==> src/rtl/assert_macros.svh <==
// Assertion macros shared by the RTL files of the mip box downsampler.
// Needs a clock named clk and an active-high reset named rst in scope.
`ifndef ASSERT_MACROS_SVH
`define ASSERT_MACROS_SVH

// Base form: property checked on every rising clk edge, off while in reset.
`define MBD_ASSERT(lbl, prop, msg) \
  lbl: assert property (@(posedge clk) disable iff (rst) prop) else $error(msg);

// Antecedent and consequent in the same cycle.
`define MBD_ASSERT_SAME(lbl, ante, cons, msg) \
  `MBD_ASSERT(lbl, (ante) |-> (cons), msg)

// Consequent in the cycle after the antecedent.
`define MBD_ASSERT_NEXT(lbl, ante, cons, msg) \
  `MBD_ASSERT(lbl, (ante) |=> (cons), msg)

`endif

==> src/rtl/mbd_pkg.sv <==
// Package for the mip box downsampler: field widths, codes and the
// accumulator control struct. No dependencies.
package mbd_pkg;

  localparam int MAX_TEXELS_DEF = 4096;

  localparam int DIM_W   = 13;  // source dimension registers
  localparam int ODIM_W  = 12;  // output dimensions, up to 4095
  localparam int COORD_W = 11;
  localparam int IDX_W   = 12;
  localparam int TEXEL_W = 32;
  localparam int FMT_W   = 3;
  localparam int SHIFT_W = 2;   // sample count 1..8 -> shift 0..3
  localparam int HD_W    = 2 * DIM_W;       // h*d
  localparam int XB_W    = ODIM_W + HD_W;   // 2x * h*d
  localparam int YB_W    = ODIM_W + DIM_W;  // 2y * d
  localparam int LIN_W   = XB_W + 2;        // full linear address with carries
  localparam int SUM16_W = 19;              // eight 16-bit samples
  localparam int SUM8_W  = 11;              // eight 8-bit samples
  localparam int NCH     = 4;

  // stream packing
  localparam int S_DATA_W = 80;  // 77 bits of fields, padded to bytes
  localparam int IDX_LSB  = 0;
  localparam int VAL_LSB  = IDX_LSB + IDX_W;
  localparam int OX_LSB   = VAL_LSB + TEXEL_W;
  localparam int OY_LSB   = OX_LSB + COORD_W;
  localparam int OZ_LSB   = OY_LSB + COORD_W;

  // configuration port
  localparam int PADDR_W = 4;
  localparam int PDATA_W = 32;

  typedef enum logic [1:0] {
    REG_SRC_WIDTH  = 2'd0,
    REG_SRC_HEIGHT = 2'd1,
    REG_SRC_DEPTH  = 2'd2,
    REG_PIX_FORMAT = 2'd3
  } reg_idx_t;

  localparam logic [FMT_W-1:0] FMT_R8      = 3'd0;
  localparam logic [FMT_W-1:0] FMT_RG8     = 3'd1;
  localparam logic [FMT_W-1:0] FMT_RGB8    = 3'd2;
  localparam logic [FMT_W-1:0] FMT_RGBA8   = 3'd3;
  localparam logic [FMT_W-1:0] FMT_DEPTH16 = 3'd4;

  localparam logic REQ_LOAD = 1'b0;
  localparam logic REQ_AVG  = 1'b1;

  localparam logic STAT_OK  = 1'b0;
  localparam logic STAT_OOB = 1'b1;

  typedef struct packed {
    logic clear;  // start of a new request
    logic add;    // read data of a sample is valid this cycle
  } acc_ctl_t;

endpackage

==> src/rtl/mbd_accum.sv <==
// Per-channel sample accumulator and shift/format stage.
// Uses mbd_pkg (widths, format codes, acc_ctl_t).
module mbd_accum (
  input  logic                        clk,
  input  mbd_pkg::acc_ctl_t           ctl,
  input  logic [mbd_pkg::TEXEL_W-1:0] rd_data,
  input  logic [mbd_pkg::FMT_W-1:0]   fmt,
  input  logic [mbd_pkg::SHIFT_W-1:0] shift,
  output logic [mbd_pkg::TEXEL_W-1:0] result
);
  import mbd_pkg::*;

  logic [SUM16_W-1:0] sum16;
  logic [SUM8_W-1:0]  sum8 [NCH];
  logic [SUM16_W-1:0] avg16;
  logic [SUM8_W-1:0]  avg8 [NCH];

  always_ff @(posedge clk) begin
    if (ctl.clear) begin
      sum16 <= '0;
      for (int c = 0; c < NCH; c++) sum8[c] <= '0;
    end else if (ctl.add) begin
      sum16 <= sum16 + SUM16_W'(rd_data[15:0]);
      for (int c = 0; c < NCH; c++) begin
        sum8[c] <= sum8[c] + SUM8_W'(rd_data[8*c +: 8]);
      end
    end
  end

  always_comb begin
    avg16  = sum16 >> shift;
    for (int c = 0; c < NCH; c++) avg8[c] = sum8[c] >> shift;
    result = '0;
    if (fmt == FMT_DEPTH16) begin
      result[15:0] = avg16[15:0];
    end else begin
      for (int c = 0; c < NCH; c++) begin
        // unknown codes above depth behave as four channels
        if (fmt > FMT_DEPTH16 || fmt >= FMT_W'(c)) begin
          result[8*c +: 8] = avg8[c][7:0];
        end
      end
    end
  end

endmodule

==> config.mk <==
export PLATFORM = sky130hd
export DESIGN_NAME = mbd_accum
export DESIGN_NICKNAME = d
export VERILOG_FILES = /design/src/rtl/assert_macros.svh /design/src/rtl/mbd_pkg.sv /design/src/rtl/mbd_accum.sv
export SDC_FILE = /design/constraint.sdc
export NUM_CORES = 1
export LEC_CHECK = 0
export BUFFER_PORTS_ARGS = -buffer_cell sky130_fd_sc_hd__buf_2
export CORE_UTILIZATION = 51
export DETAILED_ROUTE_END_ITERATION = 10
export PLACE_DENSITY = 0.75
export SETUP_SLACK_MARGIN = 0.02
export SLEW_MARGIN = 20
export SYNTH_ARGS = -nofsm -noshare
export SYNTH_HDL_FRONTEND = slang
export SYNTH_SLANG_ARGS = --single-unit
==> constraint.sdc <==
create_clock -name clk -period 2.5 [get_ports clk]
set_clock_uncertainty 0.2 [all_clocks]
set_input_delay 0.125 -clock clk [delete_from_list [all_inputs] [get_ports clk]]
set_output_delay 0.125 -clock clk [all_outputs]
set_load 0.005 [all_outputs]
# Yosys cells after proc, flatten, opt, wreduce, memory -nomap -nowiden
# Memories as Yosys holds them, arrays and structs flattened.
# Cells that the tools add are included.
word_totals:
  register_bits: 19
  mem_bits_rw: 44
  in_bits: 40
  out_inout_bits: 32
  elab_cells: 41
  mem_count: 1
memory_table:
  columns: ["memory", "depth", "word_bits", "read_ports", "rd_ports_with_merged_regs", "wr", "line_no", "text"]
  rows:
  - ["sum8", 4, 11, 4, 0, 4, "mbd_accum.sv:14", "logic [SUM8_W-1:0] sum8 [NCH];"]
op_classes:
  addsub: 5
  magnitude_cmp: 5
  eq_ne: 1
  shifts: 5
  mux: 15
  bitwise: 4
  n_reduce_logical: 4
op_table:
  columns: ["op", "n"]
  rows:
  - ["$add A11 B8 Y11", 4]
  - ["$mux W11", 4]
  - ["$shr A11 B2 Y8", 4]
  - ["$mux W16", 2]
  - ["$mux W8", 4]
  - ["$add A19 B16 Y19", 1]
  - ["$shr A19 B2 Y16", 1]
  - ["$ge A3 B1 Y1 const B", 2]
  - ["$ge A3 B2 Y1 const B", 2]
  - ["$mux W1", 5]
  - ["$logic_or A1 B1 Y1", 4]
  - ["$or A1 B1 Y1", 4]
  - ["$eq A3 B3 Y1 const B", 1]
  - ["$gt A3 B3 Y1 const B", 1]

# Longest topological paths before layout
# Gate-level depths: netlist (run 1).
depth:
  depth_word: 4
  ltp_mapped: 9
  ltp_nobuf: 9

# Least setup slack after synthesis (run 1)
# OpenSTA, ideal clock, no wires.
synth_path:
  path_kind: "flip-flop to flip-flop"
  startpoint: "mem sum8[1][0]"
  endpoint: "mem sum8[1][10], data pin"
  setup_ns: 0.270
  t_arrival_ns: 1.939
  required_ns: 2.030
  setup_slack_ns: 0.091
  path_stages_with_launch: 9
  n_path_buf: 0
  period_less_slack_ns: 2.409
  path_cell_list: "edfxtp_1 > ha_1 > fa_1 > a21o_1 > a211oi_1 > nor2_1 > o41ai_2 > or3_1 > a21oi_1"
synth_rtl:
  columns: ["element", "line_no"]
  rows:
  - ["start: declaration", "mbd_accum.sv:14"]

==> results of run 1 <==
flip-flops by register name, summed over array words and instances, names as in the netlist:
signal  flops
sum16      19
sum8       44
final cells by class:
| type | count | share of cell area (%) |
|---|---|---|
| clock buffer | 14 | 3.725 |
| clock inverter | 2 | 0.1468 |
| inverter | 17 | 0.9360 |
| multi-input combinational | 514 | 59.53 |
| sequential | 63 | 24.98 |
| tap | 140 | 2.569 |
| timing repair buffer | 92 | 8.112 |
worst max-delay path by stage:
stage	from	end	slack (ns)
2_1_floorplan	sum8[1][0]	sum8[1][10]	0.09
3_3_place_gp	sum8[1][0]	sum8[1][8]	-0.006
3_5_place_dp	sum8[1][0]	sum8[1][10]	-0.05
4_1_cts	sum8[2][0]	sum8[2][10]	0.001
5_1_grt	sum8[2][0]	sum8[2][10]	-0.05
6_report	sum8[1][0]	sum8[1][10]	0.07
power by group through the flow:
stage / Sequential (mW) / Combinational [mW] / Clock [mW]
finish: 1.41 / 1.54 / 1.13
global placement: 1.41 / 1.42 / 0
floorplan: 1.36 / 1.15 / 0
global route: 1.42 / 1.70 / 1.20
detailed placement: 1.42 / 1.47 / 0
CTS: 1.40 / 1.50 / 1.15
routing by layer:
layer | part of all wire (%) | vias up
li1 | - | 2473
met1 | 44 | 2464
met2 | 48 | 189
met3 | 5.4 | 31
met4 | 2.5 | 0
met5 | 0 | -
placed cells by master, fill, tap and decap left out, types with 9 or more instances in the layout:
cell       netlist  routed
buf_2           11      71
nor2_1          67      67
nand2_1         52      52
ha_1            48      45
edfxtp_1        44      44
o21ai_0         41      39
a21oi_1         37      35
mux2i_1         33      33
nor2b_1         22      22
xnor2_1         20      20
mux4_2          18      18
dfxtp_1         19      18
inv_1           17      17
xor2_1          17      17
buf_4            2      17
nand3_1         15      15
mux2_2          13      13
a21o_1          12      12
nor3_1          12      11
clkbuf_16        0       9
timing repair:
| item | CTS | global route |
|---|---|---|
| buffers inserted | 2 | 4 |
| hold endpoints to repair | 5 | 0 |
| resized for setup | 10 | 12 |
| endpoints found under the setup margin | 7 | 16 |
| pin swaps | 6 | 10 |
| hold buffers | 1 | 0 |
critical path: stages, from the launching register on:
cell and delay, ns:
edfxtp_1 0.39, ha_2 0.20, fa_2 0.35, a21o_1 0.19, a211oi_2 0.21, nor2_1 0.08
o41ai_2 0.31, or3_1 0.17, a21oi_1 0.06
cell families (layout without fill, tap and decap cells):
kind of cell,after synthesis,in the layout
buffers and inverters,47,125
AND/OR/NAND/NOR,198,198
adder cells (fa/ha/maj),53,53
XOR/XNOR,37,37
AO/OA/AOI/OAI,161,161
flip-flops,63,63
multiplexers,65,65
metrics by stage:
step	instances	utilization [%]	cell area [sq um]	hold WS, ns	setup WS, ns
6_report	842	61.81	6818	-0.002842	0.07223
5_1_grt	842	61.81	6818	0.03159	-0.04904
4_1_cts	838	60.98	6726	0.01317	0.001278
3_5_place_dp	819	58.03	6401	0.2794	-0.04851
3_3_place_gp	819	58.03	6401	0.2756	-0.006281
2_1_floorplan	624	-	5863	0.1615	0.09061
==> metrics.txt, run 1 <==
cell area after synthesis around 5900 sq um; clk_lat worst skew between 0.3 and 0.4 ns; XOR/XNOR share of the synthesized area under 10%; met2 Usage GRT between 40% and 50%; Synth async-reset ratio 0%; Hold WC Path Type in2reg; violated checks negative hold slack; Initial Utilization between 50% and 60%; Tcrit/Tclk final a little over nine tenths; startpoint type of the worst setup path flip-flop; fin nets just under 800; Post-DRT Antenna Nets 0; total die area about 12000 sq um; yosys warns 0; starting DRC count in detailed routing ~410; setup TNS 0 ns; Sink Count 63; Hold Path End sum16[0]; Die Height 109.2 um; drt wl/cell 17.23 um; crit path DAT approximately 2.3 ns; R2R setup slack roughly 0.072 ns; fill cell count between 900 and 1000; via/cell ratio slightly above 6; Int Power about 2.7 mW; largest family of logic cells by synthesized area compound AO/OA/AOI/OAI gates; VDD IR max approximately 0.34 mV; Synth top cells by count 67 x nor2_1, 52 x nand2_1, 48 x ha_1; LEAKAGE about 2.9 nW; area of the multi-input gates 4059 sq um; CTS tree done; Max Fclk approximately 0.41 GHz; io pins 72; post-synthesis mux area share 15.30%; port bufs 71; status finished with violations; Reg2Reg Capture Point sum8[1][10]; Area Overhead vs Synth 16.28%; DR DRC count 0; Clock Path Buffers 2; Pre-antenna DRT Iters 4; Final Wtd Congestion about 0.85; Reg2Reg Depth 8; Yosys top cell area share between 20% and 30%; RSZ-0062 raised after global routing true; predominant post-synthesis flop cell edfxtp_1; Critical Path End Type flip-flop; Min-Delay Path Depth 4; Via Count around 5200; Max Cap Viol 0; grt met1 use approximately 33%; vias in the first global route 4876; pin count of the biggest net entering global routing 45; Post-Syn Instances approximately 620; min cycle time layout 2.428 ns; Final HPWL DP roughly 11000 um; crit path max fanout 3; Post-Route WL ~15000 um; diode count 0; CTS Buf Count 9; Synth Area per Inst between 9 and 10 sq um; Core Rows 38; share of layout cells above drive strength 1 between 20% and 30%; register area share after synthesis slightly below 30%; Worst Hold Slack -0.002842 ns; Area contributors post-synth edfxtp_1 23%, ha_1 10%, mux4_2 6.9%, dfxtp_1 6.5%, mux2i_1 5.6%; cell taking the most area after synthesis edfxtp_1; Root Driver clkbuf_16; global route overflow 0; Crit Path Category reg2reg; syn nets a little over 700; Logic pwr share 37.8%; Power Total roughly 4.1 mW; sw frac between 30% and 40%; Distinct cells, synth 59; first-pass GRT wire length 23380 um; initial antenna violation count 0; Flop pwr share roughly a third; clock transition at the registers of the reported paths 0.05 ns; WP data required between 2 and 2.5 ns; post-synthesis simple-gate area fraction between 10% and 20%; Sw Pwr between 1 and 1.5 mW; Global Route Usage Sum around a quarter; Clock Power Share 27.8%; Worst R2R Start sum8[1][0]; gr busiest metal met2; Core ar. around 11000 sq um; fin. max-slew vios 0; die width 109.2 um; Slew @ Worst Pin between 0.7 and 0.8 ns; most numerous cell in the Yosys netlist nor2_1; Final Hold Fails 1; FF/Latch Area between 1500 and 2000 sq um; # setup viols final 0; Synth Area in Adders between 10% and 20%; EDFF count, synth 44; CTS H-tree depth 3; post-synthesis compound-gate area fraction a little under a fifth; number of synthesized register bits 63; PwrDens ~600 nW/um^2; Rel. slew slack a little under half; hold path startpoint rd_data[0]; M3 GR Usage approximately 3.2%
Note: power is estimated with default switching activity, not from simulation.
==> inputs of run 2 (changes only) <==
--- a/config.mk
+++ b/config.mk
@@ -5,6 +5,7 @@
 export SDC_FILE = /design/constraint.sdc
 export NUM_CORES = 1
 export LEC_CHECK = 0
+export ABC_AREA = 1
 export BUFFER_PORTS_ARGS = -buffer_cell sky130_fd_sc_hd__buf_2
 export CORE_UTILIZATION = 51
 export DETAILED_ROUTE_END_ITERATION = 10
==> metrics.txt, run 2 <==
Slew @ Worst Pin 0.6817 ns; fill cell count ~1100; post-synthesis mux area share under 10%; CTS Buf Count 9; Synth async-reset ratio 0%; met1 wire length between 7000 and 8000 um; Post-Syn Instances just under 900; Top Registers sum8 (44), sum16 (19); crit path max fanout 4; port bufs 71; violated checks design-rule violations; number of synthesized register bits 63; Via Count 6005; Post-DRT Antenna Nets 0; Tcrit/Tclk final between 80 and 90%; non-filler instance count after layout around 1100; drt wl/cell about 14 um; EDFF count, synth 44; R2R setup slack 0.27 ns; largest family of logic cells by synthesized area simple AND/OR/NAND/NOR gates; Reg2Reg Depth 11; DR DRC count 4; Die Height between 100 and 150 um; global route overflow 0; Initial Utilization 52.66%; post-route cell area 6769 sq um; CTS H-tree depth 3; Root Driver clkbuf_16; Critical Path End Type flip-flop; most common cell after layout, fill and taps aside nand2_1; Distinct cells, synth 44; Post-Route WL between 15000 and 20000 um; fin nets a little over 1000; Rel. slew slack a little over half; cell area after synthesis slightly above 6000 sq um; Worst Hold Slack 0.02058 ns; RSZ-0062 raised after global routing false; Synth top cells by count 242 x nand2_1, 104 x nor2_1, 81 x o21ai_0; die width around 110 um; Pre-antenna DRT Iters 8; Sink Count 63; Area Overhead vs Synth 11.62%; # setup viols final 0; min cycle time layout 2.231 ns; CTS tree done; Clock Path Buffers 2; Power Total around 3.7 mW; Hold WC Path Type in2reg; status finished with violations; LEAKAGE approximately 3.3 nW; Global Route Usage Sum about a quarter; Reg with most FFs sum8; diode count 0; PwrDens ~550 nW/um^2; initial antenna violation count 0; max layer used met4; cell taking the most area after synthesis edfxtp_1; VDD IR max about 0.42 mV; clk_lat worst skew around 0.34 ns; WP data required about 2.4 ns; utilization after layout roughly three fifths; # hold bufs at CTS 3; startpoint type of the worst setup path flip-flop; post-synthesis compound-gate area fraction between 10% and 20%; crit path DAT between 2 and 2.5 ns; starting DRC count in detailed routing 433; DP Worst Slack approximately 0.26 ns; PnR worst setup slack ~0.27 ns; pin count of the biggest net entering global routing 53; yosys warns 0; most frequent cells in the layout 242 x nand2_1, 104 x nor2_1, 81 x o21ai_0; WL met2 approximately 7200 um; Final HPWL DP 11530 um; Core ar. between 10000 and 15000 sq um; Final Wtd Congestion about 0.9; Yosys top cell area share between 20% and 30%; post-synthesis simple-gate area fraction between 20 and 30%; Largest register FFs between 40 and 50; Max Cap Viol 0; total die area around 12000 sq um; fin. max-slew vios 0; setup TNS 0 ns; Area contributors post-synth edfxtp_1 22%, nand2_1 15%, ha_1 9.9%, o21ai_0 6.7%, nor2_1 6.4%; share of layout cells above drive strength 1 between 10% and 20%; most numerous cell in the Yosys netlist nand2_1; register area share after synthesis 28.06%; clock transition at the registers of the reported paths approximately 0.050 ns; Crit Path Category reg2reg; metal3 WL around 850 um; XOR/XNOR share of the synthesized area less than 1%; predominant post-synthesis flop cell edfxtp_1; Placed Area around 6500 sq um; Final Hold Fails 0; Post-CTS Setup Inserts 0; first-pass GRT wire length roughly 26000 um; via/cell ratio roughly 5.5; Max Fclk 0.4483 GHz; io pins between 70 and 80; Placed Cells incl. Taps approximately 1100; vias in the first global route between 5000 and 6000; Synth Area per Inst slightly below 7 sq um; Min-Delay Path Depth 4; Synth Area in Adders a little under an eighth; post_cts resized 0; syn nets 974; Core Rows 39
==> run 2: changes by cell type after synthesis, sizes merged, moves of 14 or more <==
cell   delta
o21ai    +54
mux2i    -21
mux2     -14
xnor2    -16
a21oi    +32
xor2     -17
nor2b    -22
nand2   +201
nor2     +40
mux4     -18
inv      +64
nand3    +37
==> run 2: final timing paths <==
path	to	start
worst max register to register	sum8[3][10]	sum8[3][0]
worst max-delay path	sum8[3][10]	sum8[3][0]
worst min-delay path	sum8[3][0]	rd_data[24]
worst min register to register	sum16[6]	sum16[6]
==> run 2: power by group <==
part | switching [mW] | total [mW] | internal [mW]
clock | 0.464 | 1.11 | 0.650
sequential | 0.107 | 1.34 | 1.24
combinational | 0.773 | 1.24 | 0.469
total | 1.34 | 3.70 | 2.36
==> run 2: kinds of logic (layout without fill, tap and decap cells) <==
kind of cell | count (synthesis) | count (layout)
xor+xnor | 4 | 4
compound gates | 210 | 210
flops | 63 | 63
buf+inv | 109 | 179
fa+ha+maj | 53 | 53
simple gates | 430 | 430
mux | 12 | 12
==> run 2: metal layers <==
metal	track usage (%)	vias to the layer above
met5	0	-
met4	9.279	0
met3	5.686	22
met2	42.52	160
met1	34.05	2716
li1	-	3107
==> run 2: final cells by class <==
cell class	instances	area (sq um)	share of cell area [%]
Tap cell	143	178.9	2.643
Multi-Input combinational cell	709	3856	56.97
Clock inverter	7	30.03	0.4436
Clock buffer	9	225.2	3.327
Sequential cell	63	1702	25.14
Timing Repair Buffer	82	470.5	6.950
Inverter	81	306.5	4.529
==> run 2: critical path, cell delays in order, from the launching register on <==
cell and delay (ns):
edfxtp_1 0.34, ha_1 0.16, inv_1 0.08, fa_1 0.36, inv_1 0.07, nand2_1 0.08
o21ai_2 0.18, nand2_1 0.07, o211ai_1 0.18, nand3_1 0.13, nand2_1 0.09, nor2_1 0.05
==> inputs of run 3 (changes only) <==
--- a/config.mk
+++ b/config.mk
@@ -7,6 +7,7 @@
 export LEC_CHECK = 0
 export ABC_AREA = 1
 export BUFFER_PORTS_ARGS = -buffer_cell sky130_fd_sc_hd__buf_2
+export CORE_MARGIN = 8
 export CORE_UTILIZATION = 51
 export DETAILED_ROUTE_END_ITERATION = 10
 export PLACE_DENSITY = 0.75
==> metrics.txt, run 3 (synthesis gave the netlist of run 2 again) <==
Core Rows 40; Core ar. between 10000 and 15000 sq um; fin. max-slew vios 0; Crit Path Category reg2reg; die width between 100 and 150 um; Post-CTS Setup Inserts 0; Max Fclk ~0.44 GHz; port bufs 71; Critical Path End Type flip-flop; non-filler instance count after layout 1098; WP data required roughly 2.4 ns; crit path DAT 2.14 ns; fin nets between 1000 and 1500; min cycle time layout ~2.3 ns; pin count of the biggest net entering global routing between 40 and 50; # setup viols final 0; clk_lat worst skew 0.33 ns; initial antenna violation count 0; Global Route Usage Sum roughly a fifth; setup TNS 0 ns; VDD IR max ~0.3 mV; drt wl/cell approximately 15 um; PnR worst setup slack between 0.2 and 0.25 ns; Final HPWL DP 12130 um; most frequent cells in the layout 242 x nand2_1, 104 x nor2_1, 81 x o21ai_0; PwrDens 573.6 nW/um^2; crit path max fanout 4; post_cts resized 0; Initial Utilization 51.35%; status finished, final reports clean; Root Driver clkbuf_16; io pins between 70 and 80; Via Count between 6000 and 7000; Power Total just under 4 mW; RSZ-0062 raised after global routing false; Slew @ Worst Pin ~0.55 ns; CTS H-tree depth 3; Sink Count between 60 and 70; utilization after layout between 50% and 60%; CTS Buf Count 9; Final Wtd Congestion just over 0.9; CTS tree done; startpoint type of the worst setup path flip-flop; LEAKAGE between 3 and 4 nW; starting DRC count in detailed routing just under 500; Clock Path Buffers 2; first-pass GRT wire length roughly 27000 um; via/cell ratio about 5.5; diode count 0; Reg with most FFs sum8; Die Height between 100 and 150 um; Largest register FFs between 40 and 50; DR DRC count 0; Hold WC Path Type in2reg; share of layout cells above drive strength 1 13.99%; Max Cap Viol 0; total die area 15640 sq um; vias in the first global route around 5700; Post-DRT Antenna Nets 0; Top Registers sum8 (44), sum16 (19); Post-Route WL ~16000 um; Pre-antenna DRT Iters 7; Area Overhead vs Synth 12.73%; clock transition at the registers of the reported paths 0.06 ns; Placed Cells incl. Taps 1079; DP Worst Slack a little over 0.3 ns; Tcrit/Tclk final about nine tenths; most common cell after layout, fill and taps aside nand2_1; global route overflow 0; # hold bufs at CTS 3; Rel. slew slack around 63%; Final Hold Fails 0
## run 3: cell count changes in the layout (fill, tap and decap cells not counted), sizes merged
cell and delta:
bufinv +2, clkbuf +2, clkinv -4
## run 3: layout make-up
| type | count | area (sq um) |
|---|---|---|
| Clock buffer | 11 | 232.7 |
| Clock inverter | 5 | 72.57 |
| Fill cell | 1117 | 4975 |
| Inverter | 81 | 306.5 |
| Multi-Input combinational cell | 709 | 3856 |
| Sequential cell | 63 | 1702 |
| Tap cell | 147 | 183.9 |
| Timing Repair Buffer | 82 | 483.0 |
## run 3: worst max-delay path: stages (launching register included)
cell and delay [ns]:
edfxtp_1 0.36, ha_1 0.18, inv_1 0.08, fa_1 0.35, inv_1 0.09, nand2_1 0.08
o21ai_2 0.19, nand2_1 0.08, o211ai_1 0.16, a21oi_1 0.11, o21a_1 0.12
## run 3: final timing paths
| check | start | endpoint | slack, ns | cells past startpoint |
|---|---|---|---|---|
| worst max-delay path | sum8[3][0] | sum8[3][8] | 0.24 | 10 |
| worst min register to register | sum16[6] | sum16[6] | 0.30 | 2 |
| worst min-delay path | rd_data[16] | sum8[2][0] | 0.02 | 4 |
| worst max register to register | sum8[3][0] | sum8[3][8] | 0.24 | 10 |
## run 3: where the power goes
part | leakage, nW | switching (mW) | internal [mW]
clock | 0.149 | 0.464 | 0.865
sequential | 0.642 | 0.108 | 1.24
combinational | 2.52 | 0.776 | 0.471
## run 3: layer usage
metal	GRT usage, %	share of wire (%)	routed length (um)
met1	25.95	46	7348
met2	34.80	47	7529
met3	3.357	5.3	852
met4	7.378	1.4	227
met5	0	0	0
## run 3: stage by stage
stage               instance area, sq um  hold slack [ns]
global placement                    6501           0.2472
detailed placement                  6501           0.2513
floorplan                           6065          0.08267
finish                              6837          0.01951
global route                        6837          0.04014
CTS                                 6837         0.008969
